<file path="src/rtl/psr_pkg.sv">
`timescale 1ns / 1ps
// ----------------------------------------------------------------------------
// Pen stroke resampler package
// Widths, register reset values, microcode opcodes and the control and
// status bundles shared by the sequencer and the datapath.
// ----------------------------------------------------------------------------
package psr_pkg;

  localparam int FRACTION_BITS = 8;
  localparam int COORD_W       = 24;
  localparam int STEP_W        = COORD_W + 1;
  localparam int REG_W         = 25;
  localparam int ID_W          = 16;
  localparam int CFG_IDX_W     = 3;
  // Scaled difference magnitude: up to three times a coordinate difference.
  localparam int MAG_W         = COORD_W + 2;
  localparam int PC_W          = 5;

  // Division by three as a multiply by the rounded-up reciprocal. Exact for
  // every dividend below 2**DIV3_SHIFT.
  localparam int DIV3_SHIFT = MAG_W + 1;
  localparam logic [MAG_W-1:0] DIV3_MAGIC = (MAG_W)'(((64'd1 << DIV3_SHIFT) / 3) + 1);

  localparam logic [REG_W-1:0] MIN_STEP_RST  = (REG_W)'(2 << FRACTION_BITS);
  localparam logic [REG_W-1:0] MAX_JUMP_RST  = (REG_W)'(600 << FRACTION_BITS);
  localparam logic [REG_W-1:0] NEAR_DIST_RST = (REG_W)'(3 << FRACTION_BITS);
  localparam logic [REG_W-1:0] MID_DIST_RST  = (REG_W)'(6 << FRACTION_BITS);
  localparam logic [REG_W-1:0] FAR_DIST_RST  = (REG_W)'(12 << FRACTION_BITS);

  localparam logic [CFG_IDX_W-1:0] CFG_MIN_STEP  = 3'd0;
  localparam logic [CFG_IDX_W-1:0] CFG_MAX_JUMP  = 3'd1;
  localparam logic [CFG_IDX_W-1:0] CFG_NEAR_DIST = 3'd2;
  localparam logic [CFG_IDX_W-1:0] CFG_MID_DIST  = 3'd3;
  localparam logic [CFG_IDX_W-1:0] CFG_FAR_DIST  = 3'd4;

  typedef logic [COORD_W-1:0] coord_t;
  typedef logic [PC_W-1:0]    upc_t;
  typedef logic [2:0]         nseg_t;
  typedef logic [1:0]         segi_t;

  localparam nseg_t NSEG_2 = 3'd2;
  localparam nseg_t NSEG_3 = 3'd3;
  localparam nseg_t NSEG_4 = 3'd4;

  typedef enum logic [3:0] {
    OP_NOP,
    OP_LOAD,
    OP_STEP,
    OP_SETSEG,
    OP_TDIFF,
    OP_DIV,
    OP_TADD,
    OP_NDIFF,
    OP_NADD,
    OP_EMITN,
    OP_EMITS,
    OP_EMIT_FIRST,
    OP_EMIT_DIRECT,
    OP_FINISH
  } op_t;

  typedef enum logic [2:0] {
    C_NEVER,
    C_ALWAYS,
    C_NO_INPUT,
    C_END_IDLE,
    C_NOT_STARTED,
    C_DROP,
    C_NEAR,
    C_MORE
  } cond_t;

  typedef struct packed {
    op_t   op;
    cond_t cond;
    upc_t  target;
  } uword_t;

  typedef struct packed {
    op_t  op;
    logic in_fire;
  } ctrl_t;

  typedef struct packed {
    logic final_pt;
    logic started;
    logic drop;
    logic near;
    logic more;
    logic stall;
  } stat_t;

endpackage

</file>
<file path="src/rtl/psr_seq.sv">
`timescale 1ns / 1ps
// ----------------------------------------------------------------------------
// Pen stroke resampler sequencer
// Micro-program counter and control store; issues one control word a cycle
// and holds while the datapath waits for room at the output.
// ----------------------------------------------------------------------------
module psr_seq (
  input  logic            clk,
  input  logic            rst,
  input  logic            in_valid,
  output logic            in_ready,
  input  psr_pkg::stat_t  stat,
  output psr_pkg::ctrl_t  ctrl
);

  localparam psr_pkg::upc_t UA_IDLE      = 5'd0;
  localparam psr_pkg::upc_t UA_CHK_END   = 5'd1;
  localparam psr_pkg::upc_t UA_CHK_NEW   = 5'd2;
  localparam psr_pkg::upc_t UA_STEP      = 5'd3;
  localparam psr_pkg::upc_t UA_CLASS     = 5'd4;
  localparam psr_pkg::upc_t UA_CHK_NEAR  = 5'd5;
  localparam psr_pkg::upc_t UA_LOOP      = 5'd6;
  localparam psr_pkg::upc_t UA_DIVT      = 5'd7;
  localparam psr_pkg::upc_t UA_TADD      = 5'd8;
  localparam psr_pkg::upc_t UA_NDIFF     = 5'd9;
  localparam psr_pkg::upc_t UA_DIVN      = 5'd10;
  localparam psr_pkg::upc_t UA_NADD      = 5'd11;
  localparam psr_pkg::upc_t UA_EMITN     = 5'd12;
  localparam psr_pkg::upc_t UA_EMITS     = 5'd13;
  localparam psr_pkg::upc_t UA_FIRST     = 5'd14;
  localparam psr_pkg::upc_t UA_DIRECT    = 5'd15;
  localparam psr_pkg::upc_t UA_FIN       = 5'd16;

  psr_pkg::upc_t   upc;
  psr_pkg::upc_t   upc_next;
  psr_pkg::uword_t uw;
  logic            in_fire;
  logic            jump;

  // Control store.
  always_comb begin
    case (upc)
      UA_IDLE:     uw = '{psr_pkg::OP_LOAD,        psr_pkg::C_NO_INPUT,    UA_IDLE};
      UA_CHK_END:  uw = '{psr_pkg::OP_NOP,         psr_pkg::C_END_IDLE,    UA_FIN};
      UA_CHK_NEW:  uw = '{psr_pkg::OP_NOP,         psr_pkg::C_NOT_STARTED, UA_FIRST};
      UA_STEP:     uw = '{psr_pkg::OP_STEP,        psr_pkg::C_NEVER,       UA_IDLE};
      UA_CLASS:    uw = '{psr_pkg::OP_SETSEG,      psr_pkg::C_DROP,        UA_FIN};
      UA_CHK_NEAR: uw = '{psr_pkg::OP_NOP,         psr_pkg::C_NEAR,        UA_DIRECT};
      UA_LOOP:     uw = '{psr_pkg::OP_TDIFF,       psr_pkg::C_NEVER,       UA_IDLE};
      UA_DIVT:     uw = '{psr_pkg::OP_DIV,         psr_pkg::C_NEVER,       UA_IDLE};
      UA_TADD:     uw = '{psr_pkg::OP_TADD,        psr_pkg::C_NEVER,       UA_IDLE};
      UA_NDIFF:    uw = '{psr_pkg::OP_NDIFF,       psr_pkg::C_NEVER,       UA_IDLE};
      UA_DIVN:     uw = '{psr_pkg::OP_DIV,         psr_pkg::C_NEVER,       UA_IDLE};
      UA_NADD:     uw = '{psr_pkg::OP_NADD,        psr_pkg::C_NEVER,       UA_IDLE};
      UA_EMITN:    uw = '{psr_pkg::OP_EMITN,       psr_pkg::C_MORE,        UA_LOOP};
      UA_EMITS:    uw = '{psr_pkg::OP_EMITS,       psr_pkg::C_ALWAYS,      UA_FIN};
      UA_FIRST:    uw = '{psr_pkg::OP_EMIT_FIRST,  psr_pkg::C_ALWAYS,      UA_FIN};
      UA_DIRECT:   uw = '{psr_pkg::OP_EMIT_DIRECT, psr_pkg::C_ALWAYS,      UA_FIN};
      UA_FIN:      uw = '{psr_pkg::OP_FINISH,      psr_pkg::C_ALWAYS,      UA_IDLE};
      default:     uw = '{psr_pkg::OP_NOP,         psr_pkg::C_ALWAYS,      UA_IDLE};
    endcase
  end

  assign in_ready = (upc == UA_IDLE);
  assign in_fire  = in_valid && in_ready;

  always_comb begin
    case (uw.cond)
      psr_pkg::C_NEVER:       jump = 1'b0;
      psr_pkg::C_ALWAYS:      jump = 1'b1;
      psr_pkg::C_NO_INPUT:    jump = !in_fire;
      psr_pkg::C_END_IDLE:    jump = stat.final_pt && !stat.started;
      psr_pkg::C_NOT_STARTED: jump = !stat.started;
      psr_pkg::C_DROP:        jump = stat.drop;
      psr_pkg::C_NEAR:        jump = stat.near;
      psr_pkg::C_MORE:        jump = stat.more;
      default:                jump = 1'b0;
    endcase
  end

  always_comb begin
    if (stat.stall) begin
      upc_next = upc;
    end else if (jump) begin
      upc_next = uw.target;
    end else begin
      upc_next = upc + 1'b1;
    end
  end

  always_ff @(posedge clk) begin
    if (rst) begin
      upc <= UA_IDLE;
    end else begin
      upc <= upc_next;
    end
  end

  assign ctrl.op      = uw.op;
  assign ctrl.in_fire = in_fire;

endmodule

</file>
<file path="config.mk">
export PLATFORM = sky130hd
export DESIGN_NAME = psr_seq
export DESIGN_NICKNAME = d
export VERILOG_FILES = /design/src/rtl/psr_pkg.sv /design/src/rtl/psr_seq.sv
export SDC_FILE = /design/constraint.sdc
export NUM_CORES = 1
export LEC_CHECK = 0
export ABC_CLOCK_PERIOD_IN_PS = 7980
export BUFFER_PORTS_ARGS = -buffer_cell sky130_fd_sc_hd__buf_2
export CORE_MARGIN = 3
export CORE_UTILIZATION = 53
export DETAILED_ROUTE_END_ITERATION = 6
export GPL_TIMING_DRIVEN = 0
export PLACE_DENSITY_LB_ADDON = 0.3
export SYNTH_ARGS = -nofsm -noshare
export SYNTH_HDL_FRONTEND = slang
export SYNTH_SLANG_ARGS = --single-unit
</file>
<file path="constraint.sdc">
create_clock -name clk -period 7.98 [get_ports clk]
set_input_delay 0 -clock clk [delete_from_list [all_inputs] [get_ports clk]]
set_output_delay 0 -clock clk [all_outputs]
set_load 0.02 [all_outputs]
</file>
==> results.sh, run 1 <==
export IMPL_status="finished clean"
export IMPL_syn_area_per_cell_um2=7.88
export IMPL_io_pins=15
export IMPL_synth_top_family_by_area="compound AO/OA/AOI/OAI gates"
export IMPL_antenna_cells=0
export IMPL_cts_clk_slew_worst_paths_ns=0.10
export IMPL_fin_crit_sh_pct=40.6
export IMPL_p_leak_uw=0.000564
export IMPL_synth_warnings=0
export IMPL_clock_path_buffers=2
export IMPL_ant_nets=0
export IMPL_slew_headroom_pct=65.9
export IMPL_antenna_found_initial=0
export IMPL_gp_congestion=0.936
export IMPL_grt_max_degree=11
export IMPL_syn_to_final_growth_pct=11.6
export IMPL_drive_gt1_share_pct=23.4
export IMPL_synth_nets=169
export IMPL_dp_hpwl_mm=2.20
export IMPL_synth_top_flop_cell="dfxtp_1"
export IMPL_async_reset_ff_share_pct=0
export IMPL_synth_xor_area_share_pct=1.45
export IMPL_die_w_um=53.7
export IMPL_power_density_nw_per_um2=386
export IMPL_peakVddDrop_v=0.000236
export IMPL_drv_cap=0
export IMPL_finalMaxSlewViolations=0
export IMPL_hp_class="input pin to flip-flop"
export IMPL_drt_wl_total_mm=2.79
export IMPL_portBuffers=14
export IMPL_grt_total_usage_pct=21.0
export IMPL_cts_root_buf="clkbuf_4"
export IMPL_synth_mux_area_share_pct=0.935
export IMPL_grt_pass1_wl_mm=4.46
export IMPL_r2r_start="upc[0]$_SDFFE_PP0N_"
export IMPL_num_vias=1176
export IMPL_row_count=16
export IMPL_nFillCells=183
export IMPL_synth_seq_cells=16
export IMPL_drt_initial_drc_count=43
export IMPL_tightest_slew_ns=0.508
export IMPL_htreeDepth=1
export IMPL_cp_cell_sequence="inv_1, ha_1, nor4b_2, and2_4, o31ai_4, a21oi_1, mux2_2, o21a_1, inv_1, ha_1, buf_2, nor2_1, a311o_1, a22oi_1"
export IMPL_route_detailed_drc=0
export IMPL_min_from="rst"
export IMPL_cts_setup_buffers=0
export IMPL_worstSetupStartpoint="upc[0]$_SDFFE_PP0N_"
export IMPL_syn_area_um2=1200
export IMPL_ctsResizeCount=0
export IMPL_hold_buffers=0
export IMPL_power_uw=520
export IMPL_synthCells=153
export IMPL_fin_crit_ns=3.24
export IMPL_rsz0062_at_grt="no"
export IMPL_first_pass_iters=4
export IMPL_seq_area_frac_synth_pct=26.6
export IMPL_cp_required_ns=8.19
export IMPL_synth_edf_count=0
export IMPL_nets=188
export IMPL_cp_start_kind="flip-flop"
export IMPL_core_area_um2=2060
export IMPL_synth_cell_types=46
export IMPL_place_area_um2=1310
export IMPL_clk_latency_ns=0.29
export IMPL_fin_area_um2=1350
export IMPL_end_kind="flip-flop"
export IMPL_synth_compound_area_share_pct=29.8
export IMPL_viasPerCell=5.94
export IMPL_yosys_area_share_simple_pct=23.8
export IMPL_finalSetupViolCount=0
export IMPL_synth_largest_area_cell="dfxtp_1"
export IMPL_start_util_pct=58.4
export IMPL_yosys_top_cells_area="dfxtp_1 27%, ha_1 7.3%, nor2_1 5.3%, a21oi_1 4.6%, buf_4 4.4%"
export IMPL_fin_tns_setup_ns=0
export IMPL_multi_input_area_um2=762
export IMPL_synth_adder_area_share_pct=7.27
export IMPL_cp_arrival_ns=3.44
export IMPL_cts_made_buffers=3
export IMPL_wl_per_cell_um=14.1
export IMPL_grt_pass1_vias=1039
export IMPL_die_h_um=53.7
export IMPL_crit_slowest_cell="dfxtp_1"
export IMPL_register_area_um2=320
export IMPL_crit_type="flip-flop to flip-flop"
export IMPL_cts_tree="yes"
export IMPL_worstPathMaxFanout=9
export IMPL_cp_slowest_stage_delay_ns=0.40
export IMPL_skew_ns=0.00658
export IMPL_fmax_ghz=0.309
export IMPL_synth_top_area_share_pct=26.6
export IMPL_clock_sinks=16
export IMPL_hold_viol=0
export IMPL_die_area_um2=2880
export IMPL_grt_remaining_overflow=0
## sequential cells by signal, indices dropped and copies added, names as in the netlist
| signal | flops |
|---|---|
| uw | 11 |
| upc | 5 |
## area by class of cell
cell class              instances  share of cell area, %
clock buffers                   4                   2.70
inverters                      10                   3.16
repair buffers                 14                   5.21
well taps                      27                   2.51
flip-flops and latches         16                   23.8
multi-input cells             114                   56.7
plain buffers                  13                   5.95
## metal layers
layer / vias up / global-route usage, % / wire length (um)
met5: - / 0 / 0
met4: 0 / 6.81 / 44
met3: 8 / 3.60 / 207
met2: 52 / 35.1 / 1340
met1: 534 / 27.2 / 1190
li1: 582 / - / -
## final timing paths
check	to	slack (ns)	cells past startpoint
worst max-delay path	uw[5]$_SDFF_PP1_	4.74	14
worst max register to register	uw[5]$_SDFF_PP1_	4.74	14
worst min-delay path	upc[1]$_SDFFE_PP0N_	0.15	5
worst min register to register	upc[0]$_SDFFE_PP0N_	0.62	2
## cell families after synthesis
kind of cell / after synthesis
AO/OA/AOI/OAI: 49
XOR/XNOR: 2
flip-flops: 16
buffers and inverters: 23
multiplexers: 1
AND/OR/NAND/NOR: 55
adder cells (fa/ha/maj): 7
## through the flow
step | setup slack (ns) | util (%) | instances | hold slack, ns
floorplan | 4.98 | - | 153 | 0.263
global placement | 4.90 | 63.5 | 194 | 0.437
detailed placement | 4.79 | 63.5 | 194 | 0.445
CTS | 4.75 | 65.2 | 198 | 0.144
global route | 4.54 | 65.2 | 198 | 0.175
finish | 4.74 | 65.2 | 198 | 0.149
## critical path: cells and delay by family, from the launching register on
family          cells  cell delay (ns)
simple gates        3             0.41
mux                 1             0.32
buf+inv             3             0.37
compound gates      5             1.32
fa+ha+maj           2             0.35
flops               1             0.40
## Yosys cell counts, drive strengths merged, types with 2 or more instances
master	number
inv	9
ha	7
o21a	3
nand2b	4
buf	11
nor2b	4
nor3b	2
o211ai	4
nor3	7
a21oi	12
dfxtp	16
clkbuf	2
xnor2	2
nand2	9
nand3	4
a311o	2
o21ai	11
a22oi	3
a21o	2
nor2	18
## power breakdown
part | internal [uW] | leakage [uW] | switching (uW)
Sequential | 109 | 0.000132 | 25.9
Clock | 27.8 | 0.0000210 | 25.5
Combinational | 134 | 0.000411 | 197
## cells in the final DEF (no fill, tap or decap), types with 3 or more instances in the layout
master	Yosys	layout
o21a_1	3	3
o211ai_1	4	4
buf_2	4	18
nand2_1	9	9
inv_1	9	9
a22oi_1	3	3
o21ai_1	3	3
o21ai_0	8	8
nand3_1	4	4
nand2b_1	4	4
nor2_1	17	17
a21oi_1	11	11
nor3_1	6	6
dfxtp_1	16	16
nor2b_1	4	4
clkbuf_4	0	3
ha_1	7	7
buf_4	7	7
Note: power is estimated with default switching activity, not from simulation.
==> run 2, diff against run 1 <==
--- a/config.mk
+++ b/config.mk
@@ -5,10 +5,11 @@
 export SDC_FILE = /design/constraint.sdc
 export NUM_CORES = 1
 export LEC_CHECK = 0
-export ABC_CLOCK_PERIOD_IN_PS = 7980
+export ABC_AREA = 1
+export ABC_CLOCK_PERIOD_IN_PS = 2800
 export BUFFER_PORTS_ARGS = -buffer_cell sky130_fd_sc_hd__buf_2
 export CORE_MARGIN = 3
-export CORE_UTILIZATION = 53
+export CORE_UTILIZATION = 50
 export DETAILED_ROUTE_END_ITERATION = 6
 export GPL_TIMING_DRIVEN = 0
 export PLACE_DENSITY_LB_ADDON = 0.3
==> constraint.sdc (replaced) <==
create_clock -name clk -period 2.8 [get_ports clk]
set_input_delay 0 -clock clk [delete_from_list [all_inputs] [get_ports clk]]
set_output_delay 0 -clock clk [all_outputs]
set_load 0.02 [all_outputs]
==> results.sh, run 2 <==
export IMPL_grt_pass1_vias=885
export IMPL_drive_gt1_share_pct=24.1
export IMPL_clk_latency_ns=0.28
export IMPL_ant_nets=0
export IMPL_drt_initial_drc_count=24
export IMPL_cp_arrival_ns=2.55
export IMPL_hp_class="input pin to flip-flop"
export IMPL_skew_ns=0.000541
export IMPL_clock_path_buffers=2
export IMPL_fin_crit_ns=2.36
export IMPL_finalMaxSlewViolations=0
export IMPL_syn_to_final_growth_pct=11.5
export IMPL_fin_ws_ns=0.439
export IMPL_layout_common_cells="45 x nand2_1, 26 x inv_1, 16 x dfxtp_1"
export IMPL_cp_required_ns=2.99
export IMPL_worstPathMaxFanout=6
export IMPL_cts_root_buf="clkbuf_4"
export IMPL_first_pass_iters=4
export IMPL_cts_setup_buffers=0
export IMPL_tightest_slew_ns=0.342
export IMPL_synth_edf_count=0
export IMPL_peakVddDrop_v=0.000631
export IMPL_synth_seq_cells=16
export IMPL_dp_hpwl_mm=1.74
export IMPL_drv_cap=0
export IMPL_row_count=16
export IMPL_ctsResizeCount=0
export IMPL_async_reset_ff_share_pct=0
export IMPL_nFillCells=202
export IMPL_grt_max_degree=11
export IMPL_antenna_cells=0
export IMPL_yosys_top_cells_area="dfxtp_1 29%, nand2_1 15%, inv_1 8.9%, ha_1 8.0%, nand2_4 6.2%"
export IMPL_grt_remaining_overflow=0
export IMPL_layout_commonest_cell="nand2_1"
export IMPL_rsz0062_at_grt="no"
export IMPL_htreeDepth=1
export IMPL_start_util_pct=54.1
export IMPL_status="finished clean"
export IMPL_nets=192
export IMPL_wl_per_cell_um=10.6
export IMPL_viasPerCell=4.92
export IMPL_antenna_found_initial=0
export IMPL_ys_top_cells_by_count="45 x nand2_1, 26 x inv_1, 16 x dfxtp_1, 13 x nand3_1"
export IMPL_clock_sinks=16
export IMPL_die_w_um=52.8
export IMPL_gp_congestion=0.916
export IMPL_io_pins=15
export IMPL_cp_start_kind="flip-flop"
export IMPL_synth_top_area_share_pct=29.3
export IMPL_route_detailed_drc=0
export IMPL_finalSetupViolCount=0
export IMPL_synth_top_flop_cell="dfxtp_1"
export IMPL_final_core_util_pct=60.4
export IMPL_yosysMostFrequentCell="nand2_1"
export IMPL_num_vias=989
export IMPL_power_uw=1360
export IMPL_seq_area_frac_synth_pct=29.3
export IMPL_die_h_um=52.8
export IMPL_synth_cell_types=24
export IMPL_syn_area_um2=1090
export IMPL_cts_clk_slew_worst_paths_ns=0.08
export IMPL_fmax_ghz=0.424
export IMPL_grt_total_usage_pct=17.3
export IMPL_grt_pass1_wl_mm=3.55
export IMPL_cts_made_buffers=3
export IMPL_fin_tns_setup_ns=0
export IMPL_r2r_cells=21
export IMPL_syn_area_per_cell_um2=6.97
export IMPL_cts_tree="yes"
export IMPL_die_area_um2=2790
export IMPL_register_area_um2=320
export IMPL_largest_reg_flops=11
export IMPL_slew_headroom_pct=77.2
export IMPL_hold_buffers=0
export IMPL_hold_depth=4
export IMPL_core_area_um2=2020
export IMPL_multi_input_area_um2=621
export IMPL_hold_viol=0
export IMPL_pre_cts_ws_ns=0.419
export IMPL_synthCells=157
export IMPL_end_kind="flip-flop"
export IMPL_synth_largest_area_cell="dfxtp_1"
export IMPL_power_density_nw_per_um2=1110
export IMPL_p_leak_uw=0.000717
export IMPL_reg2reg_slack_ns=0.44
export IMPL_portBuffers=14
export IMPL_synth_nets=173
export IMPL_fin_crit_sh_pct=84.3
export IMPL_drt_wl_total_mm=2.13
export IMPL_synth_warnings=0
export IMPL_crit_type="flip-flop to flip-flop"
==> run 2: stage by stage <==
stage               area [um^2]  cells  hold slack [ns]
floorplan                  1090    157            0.219
global placement           1200    198            0.367
detailed placement         1200    198            0.373
CTS                        1220    201           0.0685
global route               1220    201            0.102
finish                     1220    201           0.0749
==> run 2: kinds of logic (layout without fill, tap and decap cells) <==
| logic type | Yosys count | in the layout | share of synthesized area (%) |
|---|---|---|---|
| AOI/OAI and AO/OA | 13 | 13 | 6.97 |
| buffers and inverters | 34 | 51 | 14.1 |
| DFF | 16 | 16 | 29.3 |
| and+or+nand+nor | 84 | 84 | 39.3 |
| adders and majority gates | 7 | 7 | 8.00 |
| xor gates and xnor gates | 3 | 3 | 2.40 |
==> run 2: worst max-delay path, stage by stage (launching register included) <==
cell and delay (ns):
dfxtp_1 0.33, inv_1 0.09, ha_1 0.15, inv_1 0.05, nor2_1 0.09, nand3_1 0.09, nand2_1 0.07, nand2_1 0.05
inv_2 0.09, nand2_4 0.08, nand2_4 0.07, nand2_1 0.06, o21ai_2 0.19, nand2_1 0.17, inv_1 0.11, ha_1 0.22
inv_1 0.07, nand2_1 0.05, nand3_1 0.06, nand2_1 0.05, nand2_1 0.05, nand2_1 0.04
==> run 2: power by group <==
group	internal, uW	switching, uW
Clock	50.0	64.6
Combinational	317	547
Sequential	314	62.2
==> run 2: cell type report <==
cell class                 count  share of cell area [%]
buffer                         6                    4.00
clock buffer                   3                    1.84
inverter                      28                    8.61
multi-input combinational    107                    50.8
sequential                    16                    26.2
tap                           27                    2.77
timing repair buffer          14                    5.74
==> run 2: per-layer routing <==
layer,share of wire [%],vias to the layer above,global-route usage (%)
li1,-,512,-
met1,43,445,20.6
met2,50,23,29.1
met3,3.7,9,2.56
met4,3.3,0,9.79
met5,0,-,0
==> run 2: final timing paths <==
kind | start | endpoint
setup / recovery | upc[0]$_SDFFE_PP0N_ | uw[8]$_DFF_P_
hold / removal | rst | upc[0]$_SDFFE_PP0N_
setup reg to reg | upc[0]$_SDFFE_PP0N_ | uw[8]$_DFF_P_
hold reg to reg | uw[0]$_SDFF_PP0_ | upc[0]$_SDFFE_PP0N_
==> run 3, diff against run 2 <==
--- a/config.mk
+++ b/config.mk
@@ -6,7 +6,7 @@
 export NUM_CORES = 1
 export LEC_CHECK = 0
 export ABC_AREA = 1
-export ABC_CLOCK_PERIOD_IN_PS = 2800
+export ABC_CLOCK_PERIOD_IN_PS = 1900
 export BUFFER_PORTS_ARGS = -buffer_cell sky130_fd_sc_hd__buf_2
 export CORE_MARGIN = 3
 export CORE_UTILIZATION = 50
==> constraint.sdc (replaced) <==
create_clock -name clk -period 1.9 [get_ports clk]
set_input_delay 0 -clock clk [delete_from_list [all_inputs] [get_ports clk]]
set_output_delay 0 -clock clk [all_outputs]
set_load 0.02 [all_outputs]
==> results.sh, run 3 (synthesized netlist as in run 2, its figures left out) <==
export IMPL_p_leak_uw=0.000834
export IMPL_p_clk_share_pct=8.4
export IMPL_largest_reg_flops=11
export IMPL_fin_area_um2=1510
export IMPL_crit_path_frequent_cell="inv_2"
export IMPL_hp_class="input pin to flip-flop"
export IMPL_cp_required_ns=2.14
export IMPL_tightest_slew_ns=0.441
export IMPL_switchingPower_uw=1230
export IMPL_nFillCells=164
export IMPL_die_w_um=52.8
export IMPL_p_int_uw=1430
export IMPL_layout_cells_non_filler=223
export IMPL_clock_path_buffers=2
export IMPL_worstPathMaxFanout=5
export IMPL_syn_to_final_growth_pct=37.6
export IMPL_viasPerCell=4.97
export IMPL_antenna_found_initial=0
export IMPL_cp_cell_sequence="inv_2, ha_4, inv_2, nor2_2, nand3_2, nand2_1, nand2_1, inv_2, nand2_4, nand2_4, nand2_4, o21ai_4, nand2_2, ha_4, nand3b_1, inv_2, nand2_1, a21oi_2"
export IMPL_cts_tree="yes"
export IMPL_drv_cap=0
export IMPL_fin_ws_ns=-0.314
export IMPL_place_area_um2=1220
export IMPL_wl_per_cell_um=11.9
export IMPL_fin_crit_sh_pct=117
export IMPL_fmax_ghz=0.452
export IMPL_grt_total_usage_pct=19.5
export IMPL_hold_buffers=0
export IMPL_route_detailed_drc=0
export IMPL_io_pins=15
export IMPL_gp_congestion=0.901
export IMPL_cp_start_kind="flip-flop"
export IMPL_nets=213
export IMPL_drt_initial_drc_count=34
export IMPL_finalMaxSlewViolations=0
export IMPL_pre_cts_ws_ns=-0.407
export IMPL_skew_ns=0.00347
export IMPL_layout_common_cells="40 x nand2_1, 22 x buf_4, 16 x inv_1"
export IMPL_clk_latency_ns=0.29
export IMPL_rsz0062_at_grt="yes"
export IMPL_cp_slowest_stage_delay_ns=0.34
export IMPL_cts_made_buffers=3
export IMPL_die_h_um=52.8
export IMPL_core_area_um2=2020
export IMPL_drt_wl_total_mm=2.65
export IMPL_power_frac_seq_pct=21.0
export IMPL_htreeDepth=1
export IMPL_first_pass_iters=4
export IMPL_peakVddDrop_v=0.000871
export IMPL_ant_nets=0
export IMPL_layout_commonest_cell="nand2_1"
export IMPL_slew_headroom_pct=70.6
export IMPL_switching_share_pct=46.2
export IMPL_crit_type="flip-flop to flip-flop"
export IMPL_cp_buffers_inverters=4
export IMPL_die_area_um2=2790
export IMPL_row_count=16
export IMPL_violations="setup timing"
export IMPL_finalSetupViolCount=12
export IMPL_cp_top_family="simple AND/OR/NAND/NOR gates"
export IMPL_grt_remaining_overflow=0
export IMPL_dp_cells=198
export IMPL_cp_arrival_ns=2.45
export IMPL_hold_viol=0
export IMPL_drive_gt1_share_pct=46.9
export IMPL_combPwrFrac_pct=70.7
export IMPL_start_util_pct=54.1
export IMPL_grt_max_degree=11
export IMPL_grt_pass1_wl_mm=3.98
export IMPL_portBuffers=14
export IMPL_antenna_cells=0
export IMPL_cts_root_buf="clkbuf_4"
export IMPL_power_density_nw_per_um2=1760
export IMPL_num_vias=1108
export IMPL_cts_clk_slew_worst_paths_ns=0.09
export IMPL_clock_sinks=16
export IMPL_dp_hpwl_mm=1.75
export IMPL_crit_slowest_cell="dfxtp_2"
export IMPL_fin_crit_ns=2.21
export IMPL_status="finished with violations"
export IMPL_end_kind="flip-flop"
export IMPL_grt_pass1_vias=998
## run 3: cell count changes in the layout (fill, tap and decap cells not counted), moves of 4 or more
cell / before / now
nand2_1: 45 / 40
inv_2: 2 / 11
ha_1: 7 / 2
buf_4: 5 / 22
buf_6: 1 / 5
inv_1: 26 / 16
## run 3: power groups by stage
stage / clock [uW] / combinational, uW / sequential [uW]
6_report: 222 / 1880 / 557
3_5_place_dp: 0 / 1310 / 563
3_3_place_gp: 0 / 1270 / 555
5_1_grt: 238 / 2050 / 570
2_1_floorplan: 0 / 1060 / 540
4_1_cts: 232 / 1590 / 552
## run 3: worst reg2reg max path, cell delays in order, from the launching register on
cell      delay, ns
dfxtp_2        0.34
inv_2          0.06
ha_4           0.12
inv_2          0.04
nor2_2         0.11
nand3_2        0.08
nand2_1        0.07
nand2_1        0.06
inv_2          0.07
nand2_4        0.07
nand2_4        0.10
nand2_4        0.05
o21ai_4        0.21
nand2_2        0.10
ha_4           0.18
nand3b_1       0.20
inv_2          0.11
nand2_1        0.07
a21oi_2        0.12
## run 3: repair_timing
item,CTS,global route
setup endpoints to repair,11,13
hold endpoints to repair,0,0
gates resized for setup,8,22
setup buffers,15,10
pin swaps,4,12
## run 3: through the flow
step / power (uW) / util (%) / hold WS (ns) / setup TNS, ns
2_1_floorplan: 1600 / - / 0.216 / -0.379
3_3_place_gp: 1830 / 60.3 / 0.360 / -2.47
3_5_place_dp: 1870 / 60.3 / 0.366 / -3.03
4_1_cts: 2380 / 68.6 / 0.00380 / -2.16
5_1_grt: 2860 / 74.5 / 0.0482 / -4.72
6_report: 2660 / 74.5 / 0.0331 / -3.00
## run 3: path summary, 6_finish.rpt
check                           start                  end  slack [ns]  cells past startpoint
hold reg to reg      uw[0]$_SDFF_PP0_  upc[0]$_SDFFE_PP0N_        0.62                      4
hold / removal                    rst  upc[0]$_SDFFE_PP0N_        0.03                      4
setup reg to reg  upc[1]$_SDFFE_PP0N_     uw[4]$_SDFF_PP0_       -0.31                     18
setup / recovery  upc[1]$_SDFFE_PP0N_     uw[4]$_SDFF_PP0_       -0.31                     18
## run 3: cell type report
type,instances,area (um^2),share of cell area [%]
multi-input combinational,107,714,47.4
sequential,16,323,21.4
timing repair buffer,35,243,16.1
inverter,28,108,7.14
buffer,6,48.8,3.24
clock buffer,4,36.3,2.41
tap,27,33.8,2.24
## run 3: routing by layer
layer  routed length (um)  GRT usage [%]  vias to the layer above  part of all wire, %
li1                     -              -                      557                    -
met1                 1070           19.8                      503                   40
met2                 1360           37.2                       37                   51
met3                  128           2.56                       11                  4.8
met4                   94           11.1                        0                  3.5
met5                    0              0                        -                    0
